**src/rtl/core/ps2_mouse_cursor_tracker_unit_defines.svh**
```systemverilog
// assertion macros shared by the tracker rtl
`ifndef PS2_MOUSE_CURSOR_TRACKER_UNIT_DEFINES_SVH
`define PS2_MOUSE_CURSOR_TRACKER_UNIT_DEFINES_SVH

// same-cycle implication, sampled on clk, off during reset
`define PS2MCT_ASSERT_IMP(lbl, ante, cons, msg) \
  lbl: assert property (@(posedge clk) disable iff (!rst_n) (ante) |-> (cons)) \
    else $error(msg);

// next-cycle implication, sampled on clk, off during reset
`define PS2MCT_ASSERT_NEXT(lbl, ante, cons, msg) \
  lbl: assert property (@(posedge clk) disable iff (!rst_n) (ante) |=> (cons)) \
    else $error(msg);

`endif

```
**src/rtl/core/ps2mct_pkg.sv**
```systemverilog
`timescale 1ns / 1ps

package ps2mct_pkg;

  localparam int COORD_BITS_DEF = 12;
  localparam int CFG_DATA_W     = 13;
  localparam int CFG_IDX_W      = 1;

  localparam logic [CFG_IDX_W-1:0] CFG_SCREEN_WIDTH  = 1'b0;
  localparam logic [CFG_IDX_W-1:0] CFG_SCREEN_HEIGHT = 1'b1;

  localparam logic [CFG_DATA_W-1:0] SCREEN_WIDTH_RST  = 13'd1024;
  localparam logic [CFG_DATA_W-1:0] SCREEN_HEIGHT_RST = 13'd768;

  localparam int POS_X_RST = 512;
  localparam int POS_Y_RST = 384;

  localparam int HDR_LEFT_BIT  = 0;
  localparam int HDR_RIGHT_BIT = 1;
  localparam int HDR_XSIGN_BIT = 4;
  localparam int HDR_YSIGN_BIT = 5;

  typedef enum logic [1:0] {
    POS_HEADER = 2'd0,
    POS_XMOVE  = 2'd1,
    POS_YMOVE  = 2'd2
  } byte_pos_t;

  typedef struct packed {
    logic [7:0] header;
    logic [7:0] x_move;
    logic [7:0] y_move;
  } pkt_t;

endpackage

```
**src/rtl/core/ps2mct_in_if.sv**
```systemverilog
`timescale 1ns / 1ps

interface ps2mct_in_if;
  logic       valid;
  logic       ready;
  logic [7:0] data_byte;
  logic       from_aux;

  modport source (output valid, output data_byte, output from_aux, input ready);
  modport sink (input valid, input data_byte, input from_aux, output ready);
endinterface

```
**src/rtl/core/ps2mct_out_if.sv**
```systemverilog
`timescale 1ns / 1ps

interface ps2mct_out_if #(
  parameter int COORD_BITS = ps2mct_pkg::COORD_BITS_DEF
);
  logic                  valid;
  logic                  ready;
  logic [COORD_BITS-1:0] cursor_x;
  logic [COORD_BITS-1:0] cursor_y;
  logic                  left_button;
  logic                  right_button;

  modport source (
    output valid, output cursor_x, output cursor_y,
    output left_button, output right_button, input ready
  );
  modport sink (
    input valid, input cursor_x, input cursor_y,
    input left_button, input right_button, output ready
  );
endinterface

```
**src/rtl/core/ps2mct_pkt.sv**
```systemverilog
`timescale 1ns / 1ps
`include "ps2_mouse_cursor_tracker_unit_defines.svh"

module ps2mct_pkt (
  input  logic              clk,
  input  logic              rst_n,
  input  logic              in_valid,
  output logic              in_ready,
  input  logic [7:0]        in_data_byte,
  input  logic              in_from_aux,
  output ps2mct_pkg::pkt_t  pkt,
  output logic              pkt_valid,
  input  logic              pkt_ready
);
  import ps2mct_pkg::*;

  byte_pos_t  byte_pos_r, byte_pos_nxt;
  logic [7:0] header_r, header_nxt;
  logic [7:0] x_move_r, x_move_nxt;
  pkt_t       pkt_r, pkt_nxt;
  logic       pkt_vld_r, pkt_vld_nxt;
  logic       byte_acc;

  assign in_ready  = !pkt_vld_r || pkt_ready;
  assign byte_acc  = in_valid && in_ready && in_from_aux;
  assign pkt       = pkt_r;
  assign pkt_valid = pkt_vld_r;

  always_comb begin
    byte_pos_nxt = byte_pos_r;
    header_nxt   = header_r;
    x_move_nxt   = x_move_r;
    pkt_nxt      = pkt_r;
    pkt_vld_nxt  = pkt_vld_r && !pkt_ready;
    if (byte_acc) begin
      unique case (byte_pos_r)
        POS_HEADER: begin
          header_nxt   = in_data_byte;
          byte_pos_nxt = POS_XMOVE;
        end
        POS_XMOVE: begin
          x_move_nxt   = in_data_byte;
          byte_pos_nxt = POS_YMOVE;
        end
        default: begin
          pkt_nxt.header = header_r;
          pkt_nxt.x_move = x_move_r;
          pkt_nxt.y_move = in_data_byte;
          pkt_vld_nxt    = 1'b1;
          byte_pos_nxt   = POS_HEADER;
        end
      endcase
    end
  end

  always_ff @(posedge clk) begin
    if (!rst_n) begin
      byte_pos_r <= POS_HEADER;
      pkt_vld_r  <= 1'b0;
    end else begin
      byte_pos_r <= byte_pos_nxt;
      pkt_vld_r  <= pkt_vld_nxt;
    end
  end

  always_ff @(posedge clk) begin
    header_r <= header_nxt;
    x_move_r <= x_move_nxt;
    pkt_r    <= pkt_nxt;
  end

  // third byte of a packet always produces a packet
  `PS2MCT_ASSERT_NEXT(a_third_byte_pkt, byte_acc && byte_pos_r == POS_YMOVE, pkt_vld_r, "third byte lost")
  // ignored bytes leave the framing alone
  `PS2MCT_ASSERT_NEXT(a_aux_ignored, in_valid && in_ready && !in_from_aux, $stable(byte_pos_r), "non-aux byte moved framing")
  // a waiting packet is not overwritten
  `PS2MCT_ASSERT_NEXT(a_pkt_hold, pkt_vld_r && !pkt_ready, pkt_vld_r && $stable(pkt_r), "pending packet changed")

endmodule

```
**src/rtl/core/ps2mct_cursor.sv**
```systemverilog
`timescale 1ns / 1ps
`include "ps2_mouse_cursor_tracker_unit_defines.svh"

module ps2mct_cursor #(
  parameter int COORD_BITS = ps2mct_pkg::COORD_BITS_DEF
) (
  input  logic                                  clk,
  input  logic                                  rst_n,
  input  logic                                  cfg_wr_en,
  input  logic [ps2mct_pkg::CFG_IDX_W-1:0]      cfg_index,
  input  logic [ps2mct_pkg::CFG_DATA_W-1:0]     cfg_data,
  input  ps2mct_pkg::pkt_t                      pkt,
  input  logic                                  pkt_valid,
  output logic                                  pkt_ready,
  output logic                                  out_valid,
  input  logic                                  out_ready,
  output logic [COORD_BITS-1:0]                 cursor_x,
  output logic [COORD_BITS-1:0]                 cursor_y,
  output logic                                  left_button,
  output logic                                  right_button
);
  import ps2mct_pkg::*;

  localparam int SW = COORD_BITS + 2;
  localparam int LW = (COORD_BITS + 1 > CFG_DATA_W) ? COORD_BITS + 1 : CFG_DATA_W;
  localparam int COORD_MAX = (2 ** COORD_BITS) - 1;
  localparam logic [LW-1:0] FULL_SIZE = LW'(2 ** COORD_BITS);
  localparam logic [COORD_BITS-1:0] RST_X =
    COORD_BITS'((POS_X_RST > COORD_MAX) ? COORD_MAX : POS_X_RST);
  localparam logic [COORD_BITS-1:0] RST_Y =
    COORD_BITS'((POS_Y_RST > COORD_MAX) ? COORD_MAX : POS_Y_RST);

  logic [CFG_DATA_W-1:0]  width_r, width_nxt;
  logic [CFG_DATA_W-1:0]  height_r, height_nxt;
  logic [COORD_BITS-1:0]  pos_x_r, pos_x_nxt;
  logic [COORD_BITS-1:0]  pos_y_r, pos_y_nxt;
  logic                   left_r, left_nxt;
  logic                   right_r, right_nxt;
  logic                   out_vld_r, out_vld_nxt;
  logic                   pkt_take;
  logic [COORD_BITS-1:0]  lim_x_m1, lim_y_m1;
  logic signed [8:0]      dx, dy;
  logic signed [SW-1:0]   sum_x, sum_y;

  function automatic logic [COORD_BITS-1:0] size_to_max(input logic [CFG_DATA_W-1:0] size);
    logic [LW-1:0] size_ext;
    size_ext = LW'(size);
    if (size == '0) begin
      size_to_max = '0;
    end else if (size_ext > FULL_SIZE) begin
      size_to_max = '1;
    end else begin
      size_to_max = COORD_BITS'(size_ext - LW'(1));
    end
  endfunction

  function automatic logic [COORD_BITS-1:0] clamp_axis(
    input logic signed [SW-1:0] v,
    input logic [COORD_BITS-1:0] lim_m1
  );
    if (v < 0) begin
      clamp_axis = '0;
    end else if (v > $signed({2'b00, lim_m1})) begin
      clamp_axis = lim_m1;
    end else begin
      clamp_axis = COORD_BITS'(v);
    end
  endfunction

  assign pkt_ready = !out_vld_r || out_ready;
  assign pkt_take  = pkt_valid && pkt_ready;

  assign lim_x_m1 = size_to_max(width_r);
  assign lim_y_m1 = size_to_max(height_r);
  assign dx       = {pkt.header[HDR_XSIGN_BIT], pkt.x_move};
  assign dy       = {pkt.header[HDR_YSIGN_BIT], pkt.y_move};
  assign sum_x    = $signed({2'b00, pos_x_r}) + SW'(dx);
  assign sum_y    = $signed({2'b00, pos_y_r}) - SW'(dy);

  always_comb begin
    width_nxt  = width_r;
    height_nxt = height_r;
    if (cfg_wr_en) begin
      unique case (cfg_index)
        CFG_SCREEN_WIDTH:  width_nxt  = cfg_data;
        CFG_SCREEN_HEIGHT: height_nxt = cfg_data;
        default: ;
      endcase
    end
  end

  always_comb begin
    pos_x_nxt   = pos_x_r;
    pos_y_nxt   = pos_y_r;
    left_nxt    = left_r;
    right_nxt   = right_r;
    out_vld_nxt = out_vld_r && !out_ready;
    if (pkt_take) begin
      pos_x_nxt   = clamp_axis(sum_x, lim_x_m1);
      pos_y_nxt   = clamp_axis(sum_y, lim_y_m1);
      left_nxt    = pkt.header[HDR_LEFT_BIT];
      right_nxt   = pkt.header[HDR_RIGHT_BIT];
      out_vld_nxt = 1'b1;
    end
  end

  always_ff @(posedge clk) begin
    if (!rst_n) begin
      width_r   <= SCREEN_WIDTH_RST;
      height_r  <= SCREEN_HEIGHT_RST;
      pos_x_r   <= RST_X;
      pos_y_r   <= RST_Y;
      out_vld_r <= 1'b0;
    end else begin
      width_r   <= width_nxt;
      height_r  <= height_nxt;
      pos_x_r   <= pos_x_nxt;
      pos_y_r   <= pos_y_nxt;
      out_vld_r <= out_vld_nxt;
    end
  end

  always_ff @(posedge clk) begin
    left_r  <= left_nxt;
    right_r <= right_nxt;
  end

  assign out_valid    = out_vld_r;
  assign cursor_x     = pos_x_r;
  assign cursor_y     = pos_y_r;
  assign left_button  = left_r;
  assign right_button = right_r;

  `PS2MCT_ASSERT_NEXT(a_take_gives_item, pkt_take, out_vld_r, "packet taken without result")
  // cursor cannot move under a stalled result
  `PS2MCT_ASSERT_NEXT(a_stall_pos, out_vld_r && !out_ready, $stable(pos_x_r) && $stable(pos_y_r), "cursor moved while result stalled")
  `PS2MCT_ASSERT_NEXT(a_clamp_x, pkt_take, pos_x_r <= $past(lim_x_m1) && pos_y_r <= $past(lim_y_m1), "cursor outside screen")

endmodule

```
**src/rtl/core/ps2_mouse_cursor_tracker_unit.sv**
```systemverilog
`timescale 1ns / 1ps

// PS/2 mouse cursor tracker. Accepts one controller byte per cycle; bytes whose aux flag is
// clear are dropped. Every third aux byte closes a 3-byte packet that is held in a packet
// register; when the cursor stage takes it, the cursor update (9-bit signed moves, Y
// inverted, clamp to the configured screen) lands in the result register. The packet
// register and the result register each free up as soon as the stage after them takes
// their contents, which keeps input at one byte per cycle; only a stalled result that
// meets a completed packet holds off the input. The user must write the screen size
// registers (index 0 width, 1 height) through the cfg port only while idle; not enforced.
module ps2_mouse_cursor_tracker_unit #(
  parameter int COORD_BITS = ps2mct_pkg::COORD_BITS_DEF
) (
  input  logic                               clk,
  input  logic                               rst_n,
  input  logic                               cfg_wr_en,
  input  logic [ps2mct_pkg::CFG_IDX_W-1:0]   cfg_index,
  input  logic [ps2mct_pkg::CFG_DATA_W-1:0]  cfg_data,
  ps2mct_in_if.sink                          in_ch,
  ps2mct_out_if.source                       out_ch
);
  import ps2mct_pkg::*;

  pkt_t pkt;
  logic pkt_valid;
  logic pkt_ready;

  ps2mct_pkt u_pkt (
    .clk          (clk),
    .rst_n        (rst_n),
    .in_valid     (in_ch.valid),
    .in_ready     (in_ch.ready),
    .in_data_byte (in_ch.data_byte),
    .in_from_aux  (in_ch.from_aux),
    .pkt          (pkt),
    .pkt_valid    (pkt_valid),
    .pkt_ready    (pkt_ready)
  );

  ps2mct_cursor #(
    .COORD_BITS (COORD_BITS)
  ) u_cursor (
    .clk          (clk),
    .rst_n        (rst_n),
    .cfg_wr_en    (cfg_wr_en),
    .cfg_index    (cfg_index),
    .cfg_data     (cfg_data),
    .pkt          (pkt),
    .pkt_valid    (pkt_valid),
    .pkt_ready    (pkt_ready),
    .out_valid    (out_ch.valid),
    .out_ready    (out_ch.ready),
    .cursor_x     (out_ch.cursor_x),
    .cursor_y     (out_ch.cursor_y),
    .left_button  (out_ch.left_button),
    .right_button (out_ch.right_button)
  );

endmodule

```
**src/flat_wrapper.sv**
```systemverilog
// flat-port wrapper written by rule: the top's interface ports become plain ports
module ps2_mouse_cursor_tracker_unit_flat import ps2mct_pkg::*;
#(
  parameter int COORD_BITS = ps2mct_pkg::COORD_BITS_DEF
)
  (clk, rst_n, cfg_wr_en, cfg_index, cfg_data, in_ch_valid, in_ch_data_byte, in_ch_from_aux, in_ch_ready, out_ch_valid, out_ch_cursor_x, out_ch_cursor_y, out_ch_left_button, out_ch_right_button, out_ch_ready);
  ps2mct_in_if in_ch_i ();
  ps2mct_out_if #(.COORD_BITS(COORD_BITS)) out_ch_i ();
  input  logic clk;
  input  logic rst_n;
  input  logic cfg_wr_en;
  input  logic [ps2mct_pkg::CFG_IDX_W-1:0] cfg_index;
  input  logic [ps2mct_pkg::CFG_DATA_W-1:0] cfg_data;
  input wire logic [$bits(in_ch_i.valid)-1:0] in_ch_valid;
  input wire logic [$bits(in_ch_i.data_byte)-1:0] in_ch_data_byte;
  input wire logic [$bits(in_ch_i.from_aux)-1:0] in_ch_from_aux;
  output wire logic [$bits(in_ch_i.ready)-1:0] in_ch_ready;
  output wire logic [$bits(out_ch_i.valid)-1:0] out_ch_valid;
  output wire logic [$bits(out_ch_i.cursor_x)-1:0] out_ch_cursor_x;
  output wire logic [$bits(out_ch_i.cursor_y)-1:0] out_ch_cursor_y;
  output wire logic [$bits(out_ch_i.left_button)-1:0] out_ch_left_button;
  output wire logic [$bits(out_ch_i.right_button)-1:0] out_ch_right_button;
  input wire logic [$bits(out_ch_i.ready)-1:0] out_ch_ready;
  assign in_ch_i.valid = in_ch_valid;
  assign in_ch_i.data_byte = in_ch_data_byte;
  assign in_ch_i.from_aux = in_ch_from_aux;
  assign in_ch_ready = in_ch_i.ready;
  assign out_ch_valid = out_ch_i.valid;
  assign out_ch_cursor_x = out_ch_i.cursor_x;
  assign out_ch_cursor_y = out_ch_i.cursor_y;
  assign out_ch_left_button = out_ch_i.left_button;
  assign out_ch_right_button = out_ch_i.right_button;
  assign out_ch_i.ready = out_ch_ready;
  ps2_mouse_cursor_tracker_unit #(.COORD_BITS(COORD_BITS)) u_core (.clk(clk), .rst_n(rst_n), .cfg_wr_en(cfg_wr_en), .cfg_index(cfg_index), .cfg_data(cfg_data), .in_ch(in_ch_i), .out_ch(out_ch_i));
endmodule
```
**config.mk**
```make
export PLATFORM = sky130hd
export DESIGN_NAME = ps2_mouse_cursor_tracker_unit_flat
export DESIGN_NICKNAME = d
export VERILOG_FILES = /design/src/rtl/core/ps2mct_pkg.sv /design/src/rtl/core/ps2mct_in_if.sv /design/src/rtl/core/ps2mct_out_if.sv /design/src/rtl/core/ps2mct_pkt.sv /design/src/rtl/core/ps2mct_cursor.sv /design/src/rtl/core/ps2_mouse_cursor_tracker_unit.sv /design/src/flat_wrapper.sv
export VERILOG_INCLUDE_DIRS = /design/src /design/src/rtl/core
export SDC_FILE = /design/constraint.sdc
export NUM_CORES = 1
export LEC_CHECK = 0
export CAP_MARGIN = 15
export CORE_UTILIZATION = 35
export CTS_CLUSTER_SIZE = 30
export DETAILED_ROUTE_END_ITERATION = 6
export DONT_BUFFER_PORTS = 1
export SLEW_MARGIN = 10
export SYNTH_ARGS = -nofsm -noshare
export SYNTH_HDL_FRONTEND = slang
export SYNTH_SLANG_ARGS = --single-unit
```
**constraint.sdc**
```tcl
create_clock -name clk -period 9.5 [get_ports clk]
set_clock_uncertainty 0.15 [all_clocks]
set_input_delay 0.475 -clock clk [delete_from_list [all_inputs] [get_ports clk]]
set_output_delay 0.475 -clock clk [all_outputs]
set_load 0.02 [all_outputs]
```
* After elaboration in Yosys (flattened, before gate mapping)
Cells that the tools add are included.
** Word-level totals
- Register bits after elaboration :: 92
- Input port bits :: 28
- Output and inout bits :: 28
- Logic and storage cells :: 59
** Operators by class
- Add/subtract/negate cells :: 4
- Order comparisons :: 6
- Equality and inequality tests :: 1
- Multiplexer cells :: 12
- Bitwise gates (word level) :: 2
- Reduce and logical (&&, ||, !) cells :: 20
** Operators with widths (count)
- $mux W12 :: 8
- $gt A14 B13 Y1 :: 2
- $lt A14 B1 Y1 const B :: 2
- $gt A13 B13 Y1 const B :: 2
- $logic_not A13 Y1 :: 2
- $sub A12 B1 Y12 const B :: 2
- $add A13 B9 Y14 :: 1
- $sub A13 B9 Y14 :: 1
- $reduce_and A2 Y1 :: 5
- $logic_and A1 B1 Y1 :: 5
- $logic_not A1 Y1 :: 4
- $pmux W2 S2 :: 1
- $mux W1 :: 3
- $eq A2 B1 Y1 const B :: 1
- $logic_not A2 Y1 :: 1
- $logic_or A1 B1 Y1 :: 2
- $not A1 Y1 :: 2
- $reduce_or A2 Y1 :: 1

* Logic depth before layout (Yosys ltp)
Gate-level depths: netlist of run 1.
- Depth after elaboration :: 6
- Depth in mapped cells :: 19
- Gate-level depth less buffers :: 18

* By module
A second synthesis of run 1 with hierarchy kept.
** Second synthesis, totals
- Cells, all modules :: 663
- Area total of the unflattened synthesis :: 6055.8 um^2
** Modules (own cells, without submodules)
- ps2mct_cursor :: instances 1, cells each 606, area each 4707.0 um^2, seq. area each 1081.0 um^2
- ps2mct_pkt :: instances 1, cells each 57, area each 1348.8 um^2, seq. area each 1261.2 um^2

* Worst setup path before layout of run 1
Ideal clock, no wire load.
- Path kind :: register to register
- Start point :: reg u_core.u_cursor.height_r[4]
- End point :: reg u_core.u_cursor.pos_y_r[1], in the netlist u_core.u_cursor.cursor_y[1]
- Setup time :: 117 ps
- Arrival time :: 3858 ps
- Required time :: 9233 ps
- Slack :: 5375 ps
- Cell stages (with the launch flop) :: 16
- Buffers on the path :: 1
- Period minus slack after synthesis :: 4125 ps
- Cells stage by stage :: dfxtp_1 -> or4_1 -> nor4_1 -> nand4b_1 -> or2_2 -> clkbuf_1 -> a21oi_1 -> ha_1 -> a2111oi_0 -> o21ai_0 -> o21ai_0 -> a22o_1 -> a2111o_1 -> a21oi_2 -> or3_2 -> a32o_1
** On the way
- Longest elaborated chain between the ends :: 6
- Elaborated cells on any way between the ends :: 8
- Classes of those cells :: 1 x add/sub; 2 x order compare; 4 x mux; 1 x reduce/logical
** Ends and longest elaborated chain
- start, declared :: RTL line ps2mct_cursor.sv:34 : logic [CFG_DATA_W-1:0] height_r, height_nxt;
- start signal, assigned :: RTL line ps2mct_cursor.sv:116 : height_r <= height_nxt;
- $sub A12 B1 Y12 or $gt A13 B13 Y1 (tied branches) :: RTL line ps2mct_cursor.sv:53, ps2mct_cursor.sv:50
- $mux W12 :: RTL line ps2mct_cursor.sv:50 : end else if (size_ext > FULL_SIZE) begin
- $mux W12 (*) :: RTL line ps2mct_cursor.sv:48 : if (size == '0) begin
- $gt A14 B13 Y1 :: RTL line ps2mct_cursor.sv:63 : end else if (v > $signed({2'b00, lim_m1})) begin
- $mux W12 (*) :: RTL line ps2mct_cursor.sv:63
- $mux W12 (*) :: RTL line ps2mct_cursor.sv:61 : if (v < 0) begin
- end signal, assigned :: RTL line ps2mct_cursor.sv:118 : pos_y_r <= pos_y_nxt;
- end, declared :: RTL line ps2mct_cursor.sv:36 : logic [COORD_BITS-1:0] pos_y_r, pos_y_nxt;
Mark *: on every way between the ends. The rest lies on a longest branch, timed or not.
A chain may end at the register's enable or synchronous reset.

* Worst setup path in the final report of run 1
- Start point :: reg u_core.u_cursor.width_r[2]
- End point :: reg u_core.u_cursor.pos_x_r[1], in the netlist u_core.u_cursor.cursor_x[1]
** On the way
- Longest elaborated chain between the ends :: 6
- Elaborated cells on any way between the ends :: 8
- Classes of those cells :: 1 x add/sub; 2 x order compare; 4 x mux; 1 x reduce/logical
** Ends and longest elaborated chain
- start, declared :: RTL line ps2mct_cursor.sv:33 : logic [CFG_DATA_W-1:0] width_r, width_nxt;
- start signal, assigned :: RTL line ps2mct_cursor.sv:115 : width_r <= width_nxt;
- $sub A12 B1 Y12 or $gt A13 B13 Y1 (tied branches) :: RTL line ps2mct_cursor.sv:53, ps2mct_cursor.sv:50
- $mux W12 :: RTL line ps2mct_cursor.sv:50
- $mux W12 (*) :: RTL line ps2mct_cursor.sv:48
- $gt A14 B13 Y1 :: RTL line ps2mct_cursor.sv:63
- $mux W12 (*) :: RTL line ps2mct_cursor.sv:63
- $mux W12 (*) :: RTL line ps2mct_cursor.sv:61
- end signal, assigned :: RTL line ps2mct_cursor.sv:117 : pos_x_r <= pos_x_nxt;
- end, declared :: RTL line ps2mct_cursor.sv:35 : logic [COORD_BITS-1:0] pos_x_r, pos_x_nxt;
Marks and branches as above.

==> results of run 1 <==
final cells by class:
class	instances	share of cell area
Multi-Input combinational cell	498	0.538
Inverter	45	0.0273
Tap cell	216	0.0436
Sequential cell	88	0.339
Clock buffer	9	0.0363
Clock inverter	7	0.0123
Timing Repair Buffer	3	0.00363
power breakdown:
group,leakage [nW],internal (W),switching [W],total (W)
Combinational,1.59,0.0000527,0.0000769,0.000130
Sequential,0.746,0.000399,0.00000852,0.000407
Clock,0.150,0.000207,0.000154,0.000361
metal layers:
metal / GRT usage / vias up
li1: - / 2339
met1: 0.221 / 2232
met2: 0.313 / 143
met3: 0.0516 / 26
met4: 0.0727 / 0
met5: 0 / -
cell usage after synthesis (3+ instances only):
cell type  number  share of area
o31ai_1         5         0.0066
o21bai_1        5         0.0066
nand2b_1       14          0.015
nand4_1        15          0.017
nand3_1        10         0.0088
or3_1           7         0.0077
nor2b_1         4         0.0044
o211ai_1        9          0.012
inv_1          45          0.030
nor3b_1         3         0.0040
a21oi_1        57          0.050
dfxtp_1        54           0.19
ha_1           54           0.12
o21a_1         11          0.015
edfxtp_1       34           0.18
clkbuf_1       14         0.0093
nor3_1         14          0.012
a31oi_1         3         0.0033
nor2_1         43          0.028
o21ai_0        29          0.026
or2_2           7         0.0077
a211oi_1        7         0.0093
and2_1          5         0.0055
nand2_1        89          0.059
o311ai_1        4         0.0062
xor2_1         15          0.023
a21o_1          8          0.011
mux2i_1        10          0.018
nor4_1          6         0.0066
and3_1          4         0.0044
xnor2_1        16          0.025
o31a_1          3         0.0046
a21boi_0        3         0.0040
worst max-delay path, cell delays in order (launching register included):
cell	delay [ns]
dfxtp_1	0.34
or3_1	0.42
nor4_1	0.52
nand2_1	0.31
and2_0	0.32
nor2_1	0.13
nor2_1	0.07
inv_1	0.07
ha_1	0.23
a211oi_1	0.25
o21ai_0	0.16
a211oi_1	0.25
a211oi_1	0.10
o21bai_1	0.17
o311a_1	0.64
mux2_2	0.40
o21ai_0	0.13
state kept, by name, indices dropped and copies added (netlist names):
name	flops
u_core.u_pkt.pkt	20
u_core.u_cursor.height_r	13
u_core.u_cursor.width_r	13
u_core.u_cursor.cursor_x	12
u_core.u_cursor.cursor_y	12
u_core.u_pkt.x_move_r	8
u_core.u_pkt.header_r	4
u_core.u_pkt.byte_pos_r	2
u_core.u_cursor.left_button	1
u_core.u_cursor.out_valid	1
u_core.u_cursor.right_button	1
u_core.u_pkt.pkt_valid	1
worst paths after layout:
kind,start,to,depth (start not counted)
setup / recovery,u_core.u_cursor.width_r[2],u_core.u_cursor.cursor_x[1],16
hold / removal,rst_n,u_core.u_cursor.width_r[10],1
setup reg to reg,u_core.u_cursor.width_r[2],u_core.u_cursor.cursor_x[1],16
hold reg to reg,u_core.u_pkt.x_move_r[2],u_core.u_pkt.pkt[10],0
through the flow:
stage / utilization / hold slack [ns] / instance area (um^2)
floorplan: - / 0.250 / 5670
global route: 0.391 / 0.0311 / 6200
global placement: 0.372 / 0.254 / 5890
detailed placement: 0.372 / 0.255 / 5890
finish: 0.391 / 0.0500 / 6200
CTS: 0.391 / 0.0347 / 6190
kinds of logic (layout without fill, tap and decap cells):
kind of cell	Yosys count	after routing	synth area share
mux	12	12	0.0216
fa+ha+maj	56	56	0.126
flops	88	88	0.370
buf+inv	64	64	0.0434
simple gates	228	228	0.191
xor+xnor	31	31	0.0478
compound gates	171	171	0.200
==> run summary, run 1 <==
Leakage -> 2.49 nW
Avg WL per Cell -> 16.9 um
Mapped Nets -> 734
commonest non-fill, non-tap cell in the layout -> nand2_1
relative slew slack -> 0.444
Setup WS pre-CTS -> 4.80 ns
detailed placer's ending HPWL -> 11.4 mm
Initial Util -> 0.358
Core ar. -> 0.0158 mm^2
Layout fillers -> 1,563
setup TNS -> 0 ns
Final setup viols -> 0
final period utilization -> 0.499
wl on met1 -> 6.24 mm
DR vias -> 4,740
mapped cell area -> 0.00567 mm^2
Resized Gates After CTS -> 0
met3 routed WL -> 1.02 mm
nets@finish -> 729
Worst-path clk slew -> 0.07 ns
Skew-Pair Late Insertion Delay -> 0.35 ns
R2R Setup Slk -> 4.76 ns
WP data arrival -> 4.85 ns
syn avg cell area -> 8.73 um^2
Crit. End Element -> register
first-pass GRT wire length -> 23.6 mm
routability cong. -> 0.881
PnR Total Power -> 0.000898 W
synth unique cells -> 67
uppermost layer routed -> met4
f_max -> 0.211 GHz
Rows -> 46
actual slew at the worst max-slew pin -> 0.833 ns
placed insts -> 850
Area Growth Syn to Fin -> 9.20%
met2 WL -> 7.05 mm
DRC Markers -> 0
Die Wd -> 129 um
Hold Crit Class -> in2reg
Post-Route WL -> 14.6 mm
Seq/Total Area, Yosys -> 0.370
Die Height -> 129 um
die area -> 0.0167 mm^2
number of DRC markers in iteration 0 -> 259
Cells after Synth -> 650
CP startpoint kind -> register
most frequent cells in the layout -> nand2_1 (89), a21oi_1 (57), ha_1 (54), dfxtp_1 (54), inv_1 (45)
Peak VDD IR -> 0.0997 mV
share of layout cells above drive strength 1 -> 0.0569
Post-CTS Setup Bufs -> 0
status -> completed
register area -> 0.00210 mm^2
clk sinks -> 88
CP Class -> reg2reg
flops & latches, synth -> 88
# IOs -> 56
Tot GR Track Use -> 0.185
diode count -> 0
CP max FO -> 12
Post-synth ARST share -> 0
max-cap viol count -> 0
Root Buffer -> clkbuf_16
number of hold buffers added after cts -> 0
number of global-route vias before repair -> 4,729
post-route minimum period -> 4.74 ns
total CTS buffers -> 9
Routed Antenna Nets -> 0
Final Max Slew Viols -> 0
Yosys Warn Count -> 0
final worst slack -> 4.76 ns
TritonCTS clock tree -> done
RSZ-0062 raised after global routing -> no
H-tree levels -> 3
most used flip-flop cell after synthesis -> dfxtp_1
PwrDens -> 145 mW/mm^2
Via density -> 5.47
drt first pass iters -> 5
critical path data required time -> 9.62 ns
IO Port Bufs -> 0
GRT overflow -> 0
final non-filler cell total -> 866
multi-input logic area -> 0.00333 mm^2
Final Hold Fails -> 0
largest net degree at the start of global routing -> 34
initial antenna violation count -> 0
EDFF count, synth -> 34
clk buf depth -> 2
Power figures use the tool's default switching activity.
==> run 2, diff against run 1 <==
==> constraint.sdc (replaced) <==
create_clock -name clk -period 4.1 [get_ports clk]
set_clock_uncertainty 0.15 [all_clocks]
set_input_delay 0.205 -clock clk [delete_from_list [all_inputs] [get_ports clk]]
set_output_delay 0.205 -clock clk [all_outputs]
set_load 0.02 [all_outputs]
==> run summary, run 2 (synthesis gave the netlist of run 1 again) <==
Tot GR Track Use -> 0.201 (+0.0162)
Routed Antenna Nets -> 0 (unchanged)
clk sinks -> 88 (unchanged)
largest net degree at the start of global routing -> 26 (-24%)
TritonCTS clock tree -> done
PwrDens -> 296 mW/mm^2 (+100%)
number of DRC markers in iteration 0 -> 359 (+39%)
CP max stage delay -> 0.61 ns (-0.03 ns)
Die Wd -> 129 um (unchanged)
Final setup viols -> 12 (+12)
detailed placer's ending HPWL -> 12.2 mm (+7.5%)
initial antenna violation count -> 0 (unchanged)
Root Buffer -> clkbuf_16
Initial Util -> 0.358 (unchanged)
first-pass GRT wire length -> 25.8 mm (+9.2%)
drt first pass iters -> 4 (-1)
DR vias -> 5,179 (+9.3%)
Core ar. -> 0.0158 mm^2 (unchanged)
R2R cell count -> 16 (unchanged)
number of global-route vias before repair -> 5,183 (+9.6%)
total CTS buffers -> 9 (unchanged)
final worst slack -> -0.197 ns (-4.96 ns)
f_max -> 0.233 GHz (+10%)
Area after DPL -> 0.00641 mm^2 (+8.9%)
status -> finished, violations left
final period utilization -> 1.05 (+0.549)
Area Growth Syn to Fin -> 29.3%
max reg flops -> 20 (unchanged)
Final Hold Fails -> 0 (unchanged)
Critical-path top delay cell -> or4_1
Final Core Density -> 0.464 (+0.0723)
clk buf depth -> 2 (unchanged)
Crit. End Element -> register
CP Cell Sequence -> or4_1, nor4_4, nand4b_1, or2_2, buf_4, o21a_1, ha_1, nand2b_1, a21oi_1, o211ai_1, a22o_1, a2111o_1, a21o_4, buf_6, nand4_1, o311ai_2
Skew-Pair Late Insertion Delay -> 0.35 ns (about the same)
share of layout cells above drive strength 1 -> 0.204 (+0.147)
IO Port Bufs -> 0 (unchanged)
WP data arrival -> 4.37 ns (-0.48 ns)
GRT overflow -> 0 (unchanged)
hold depth -> 3 (+2)
Via density -> 5.36 (-2.0%)
max-cap viol count -> 0 (unchanged)
# IOs -> 56 (unchanged)
post-route cell area -> 0.00734 mm^2 (+18%)
H-tree levels -> 3 (unchanged)
critical path data required time -> 4.18 ns (-5.44 ns)
RSZ-0062 raised after global routing -> yes
diode count -> 0 (unchanged)
CP top delay family -> simple AND/OR/NAND/NOR gates
routability cong. -> 0.899 (+2.1%)
Peak VDD IR -> 0.179 mV (+79%)
nets@finish -> 829 (+14%)
Rows -> 46 (unchanged)
Worst-path clk slew -> 0.07 ns (about the same)
commonest non-fill, non-tap cell in the layout -> nand2_1
post-route minimum period -> 4.30 ns (-0.440 ns)
Hold Crit Class -> in2reg
critical path depth -> 16 (unchanged)
Leakage -> 3.01 nW (+21%)
failing checks -> setup timing
CP Class -> reg2reg
die area -> 0.0167 mm^2 (unchanged)
actual slew at the worst max-slew pin -> 0.912 ns (+0.0792 ns)
most frequent cells in the layout -> nand2_1 (88), buf_4 (71), a21oi_1 (53)
CP max FO -> 8 (-4)
Post-Route WL -> 16.3 mm (+11%)
setup TNS -> -1.76 ns (-1.76 ns)
Worst Path Buf+Inv -> 2 (+1)
relative slew slack -> 0.391 (-0.0529)
Die Height -> 129 um (unchanged)
Final Max Slew Viols -> 0 (unchanged)
DRC Markers -> 0 (unchanged)
CP startpoint kind -> register
Avg WL per Cell -> 16.8 um (-0.44%)
-- run 2: changes by cell type in the layout (fill, tap and decap cells not counted), sizes merged --
cell	before	now
buf	3	77
bufinv	1	0
dlygate4sd3	0	26
inv	49	48
clkinvlp	0	2
-- run 2: per-stage QoR --
step	power, W	setup WS (ns)	hold WS (ns)	instances
4_1_cts	0.00217	-0.172	0.00638	964
2_1_floorplan	0.00119	0.0357	0.127	650
3_5_place_dp	0.00130	-0.264	0.138	919
5_1_grt	0.00227	-0.367	0.0491	966
6_report	0.00218	-0.197	0.0115	966
3_3_place_gp	0.00129	-0.101	0.132	919
-- run 2: power breakdown --
group	internal, W	switching [W]
logic	0.000181	0.000215
registers	0.000923	0.0000181
clock network	0.000431	0.000408
-- run 2: what timing repair did --
action | 4_1_cts | 5_1_grt
pin swaps | 6 | 19
cloned | 0 | 0
setup endpoints to repair | 24 | 24
gates resized for setup | 23 | 44
hold buffers | 26 | 0
endpoints found under the hold margin | 49 | 0
setup buffers | 3 | 2
-- run 2: routing by layer --
| metal | track usage | part of all wire | vias to the layer above | wire [um] |
|---|---|---|---|---|
| met5 | 0 | 0 | - | 0 |
| met4 | 0.0796 | 0.027 | 0 | 433 |
| met3 | 0.0537 | 0.058 | 29 | 942 |
| met2 | 0.349 | 0.49 | 117 | 8040 |
| met1 | 0.234 | 0.42 | 2494 | 6840 |
| li1 | - | - | 2539 | - |
-- run 2: final timing paths --
path | slack [ns] | to | start
min reg2reg | 0.27 | u_core.u_pkt.pkt[10] | u_core.u_pkt.x_move_r[2]
max | -0.20 | u_core.u_cursor.cursor_y[4] | u_core.u_cursor.height_r[4]
max reg2reg | -0.20 | u_core.u_cursor.cursor_y[4] | u_core.u_cursor.height_r[4]
min | 0.01 | u_core.u_pkt.byte_pos_r[0] | in_ch_valid
-- run 2: area by class of cell --
| class | instances | area (um^2) |
|---|---|---|
| multi-input cells | 498 | 3640 |
| inverters | 45 | 169 |
| flip-flops and latches | 88 | 2100 |
| repair buffers | 103 | 861 |
| clock inverters | 7 | 73.8 |
| clock buffers | 9 | 225 |
| well taps | 216 | 270 |
| fillers | 1515 | 8490 |
-- run 2: worst reg2reg max path: cells and delay by family (launching register included) --
kind / cells / cell delay (ns)
AND/OR/NAND/NOR: 6 / 1.63
buffers and inverters: 2 / 0.28
AO/OA/AOI/OAI: 7 / 1.62
adder cells (fa/ha/maj): 1 / 0.18
flip-flops: 1 / 0.32
==> run 3, diff against run 2 <==
--- a/config.mk
+++ b/config.mk
@@ -8,9 +8,11 @@
 export LEC_CHECK = 0
 export CAP_MARGIN = 15
 export CORE_UTILIZATION = 35
+export CTS_BUF_LIST = sky130_fd_sc_hd__clkbuf_4
 export CTS_CLUSTER_SIZE = 30
 export DETAILED_ROUTE_END_ITERATION = 6
 export DONT_BUFFER_PORTS = 1
+export GPL_TIMING_DRIVEN = 1
 export SLEW_MARGIN = 10
 export SYNTH_ARGS = -nofsm -noshare
 export SYNTH_HDL_FRONTEND = slang
==> run summary, run 3 (synthesis gave the netlist of run 1 again) <==
CP Class -> reg2reg
uppermost layer routed -> met4
Die Height -> 129 um (unchanged)
nets@finish -> 846 (+2.1%)
first-pass GRT wire length -> 26.1 mm (+1.4%)
final worst slack -> -0.176 ns (+0.0206 ns)
Rows -> 46 (unchanged)
routability cong. -> 0.899 (unchanged)
commonest non-fill, non-tap cell in the layout -> nand2_1
GRT overflow -> 0 (unchanged)
met3 routed WL -> 1.04 mm (+9.9%)
CP Cell Sequence -> or4_1, nor4_4, nand4b_1, or2_2, buf_4, o21a_1, ha_1, nand2b_1, a21oi_1, o211ai_1, a22o_1, a2111o_1, buf_6, a21o_4, buf_6, nand4_1, o311ai_2
largest net degree at the start of global routing -> 26 (unchanged)
f_max -> 0.234 GHz (+0.48%)
Critical-path top delay cell -> or4_1
total CTS buffers -> 9 (unchanged)
Tot GR Track Use -> 0.204 (+0.00300)
Core ar. -> 0.0158 mm^2 (unchanged)
Skew-Pair Late Insertion Delay -> 0.49 ns (+0.14 ns)
Routed Antenna Nets -> 0 (unchanged)
failing checks -> setup timing
share of layout cells above drive strength 1 -> 0.218 (+0.0137)
Initial Util -> 0.358 (unchanged)
CP max stage delay -> 0.61 ns (about the same)
clk buf depth -> 2 (unchanged)
Via density -> 5.39 (+0.62%)
TritonCTS clock tree -> done
switching pwr -> 0.000616 W (-3.9%)
wl on met1 -> 6.85 mm (about the same)
H-tree levels -> 3 (unchanged)
Avg WL per Cell -> 16.8 um (-0.13%)
Root Buffer -> clkbuf_4
RSZ-0062 raised after global routing -> yes
initial antenna violation count -> 1 (+1)
relative slew slack -> 0.425 (+0.0336)
Peak VDD IR -> 0.117 mV (-34%)
Logic pwr share -> 0.222 (+0.040)
most frequent cells in the layout -> nand2_1 (88), buf_4 (78), a21oi_1 (51)
Worst-path clk slew -> 0.17 ns (+0.10 ns)
die area -> 0.0167 mm^2 (unchanged)
clk sinks -> 88 (unchanged)
Post-Route WL -> 16.5 mm (+1.7%)
cell-internal power -> 0.00126 W (-18%)
Final Hold Fails -> 0 (unchanged)
max-cap viol count -> 0 (unchanged)
CP max FO -> 5 (-3)
CP startpoint kind -> register
WP data arrival -> 4.51 ns (+0.14 ns)
Final Core Density -> 0.465 (+0.000870)
Leakage -> 2.99 nW (-0.53%)
CP dominant cell by count -> buf_6
drt first pass iters -> 4 (unchanged)
actual slew at the worst max-slew pin -> 0.861 ns (-0.0503 ns)
Final Max Slew Viols -> 0 (unchanged)
final period utilization -> 1.04 (-0.00502)
Crit. End Element -> register
DRC Markers -> 0 (unchanged)
Hold Crit Class -> in2reg
number of DRC markers in iteration 0 -> 292 (-19%)
setup TNS -> -1.78 ns (-0.0143 ns)
max reg flops -> 20 (unchanged)
Flop pwr share -> 0.502 (+0.069)
Setup WS pre-CTS -> -0.264 ns (unchanged)
switch share -> 0.328 (+0.0332)
met2 WL -> 8.25 mm (+2.7%)
# IOs -> 56 (unchanged)
Clock power frac -> 0.276 (-0.109)
DR vias -> 5,308 (+2.5%)
Die Wd -> 129 um (unchanged)
IO Port Bufs -> 0 (unchanged)
critical path data required time -> 4.33 ns (+0.15 ns)
post-route minimum period -> 4.28 ns (-0.0206 ns)
Final setup viols -> 12 (unchanged)
status -> finished, violations left
number of global-route vias before repair -> 5,270 (+1.7%)
PwrDens -> 255 mW/mm^2 (-14%)
detailed placer's ending HPWL -> 12.2 mm (unchanged)
Area Growth Syn to Fin -> 29.6%
[run 3: area by class of cell]
| type | instances | area [um^2] |
|---|---|---|
| fillers | 1516 | 8470 |
| multi-input cells | 499 | 3660 |
| flip-flops and latches | 88 | 2110 |
| repair buffers | 119 | 998 |
| well taps | 216 | 270 |
| inverters | 45 | 169 |
| clock inverters | 7 | 73.8 |
| clock buffers | 9 | 67.6 |
| diodes | 1 | 2.50 |
[run 3: path summary, 6_finish.rpt]
kind	startpoint	endpoint	cells past startpoint	slack, ns
max	u_core.u_cursor.height_r[4]	u_core.u_cursor.cursor_y[4]	17	-0.18
min	cfg_wr_en	u_core.u_cursor.height_r[2]	3	0.03
max reg2reg	u_core.u_cursor.height_r[4]	u_core.u_cursor.cursor_y[4]	17	-0.18
min reg2reg	u_core.u_pkt.x_move_r[2]	u_core.u_pkt.pkt[10]	0	0.28
[run 3: critical path, delay by kind of cell, from the launching register on]
family	cells	cell delay, ns
AOI/OAI and AO/OA	7	1.46
adders and majority gates	1	0.17
and+or+nand+nor	6	1.63
DFF	1	0.35
buffers and inverters	3	0.42
[run 3: routing by layer]
layer / global-route usage / vias up
met3: 0.0508 / 30
met5: 0 / -
li1: - / 2572
met1: 0.239 / 2586
met4: 0.0803 / 0
met2: 0.356 / 120
[run 3: metrics by stage]
step	cells	total power, W	hold WS, ns	cell area (um^2)
floorplan	650	0.00119	0.127	5680
global placement	919	0.00129	0.132	6410
detailed placement	919	0.00130	0.138	6410
CTS	979	0.00186	0.00783	7070
global route	984	0.00198	0.0313	7350
finish	984	0.00188	0.0255	7350
[run 3: power by group through the flow]
stage	clock, W	sequential [W]	combinational (W)
2_1_floorplan	0	0.000956	0.000236
3_3_place_gp	0	0.000958	0.000335
3_5_place_dp	0	0.000959	0.000343
4_1_cts	0.000533	0.000941	0.000387
5_1_grt	0.000571	0.000945	0.000462
6_report	0.000519	0.000942	0.000417
[run 3: repair_timing]
action | CTS | global route
pin swaps | 5 | 28
resized for setup | 19 | 53
hold buffers | 39 | 0
setup buffers | 4 | 5
endpoints found under the setup margin | 24 | 24
cloned | 1 | 0
endpoints found under the hold margin | 56 | 0
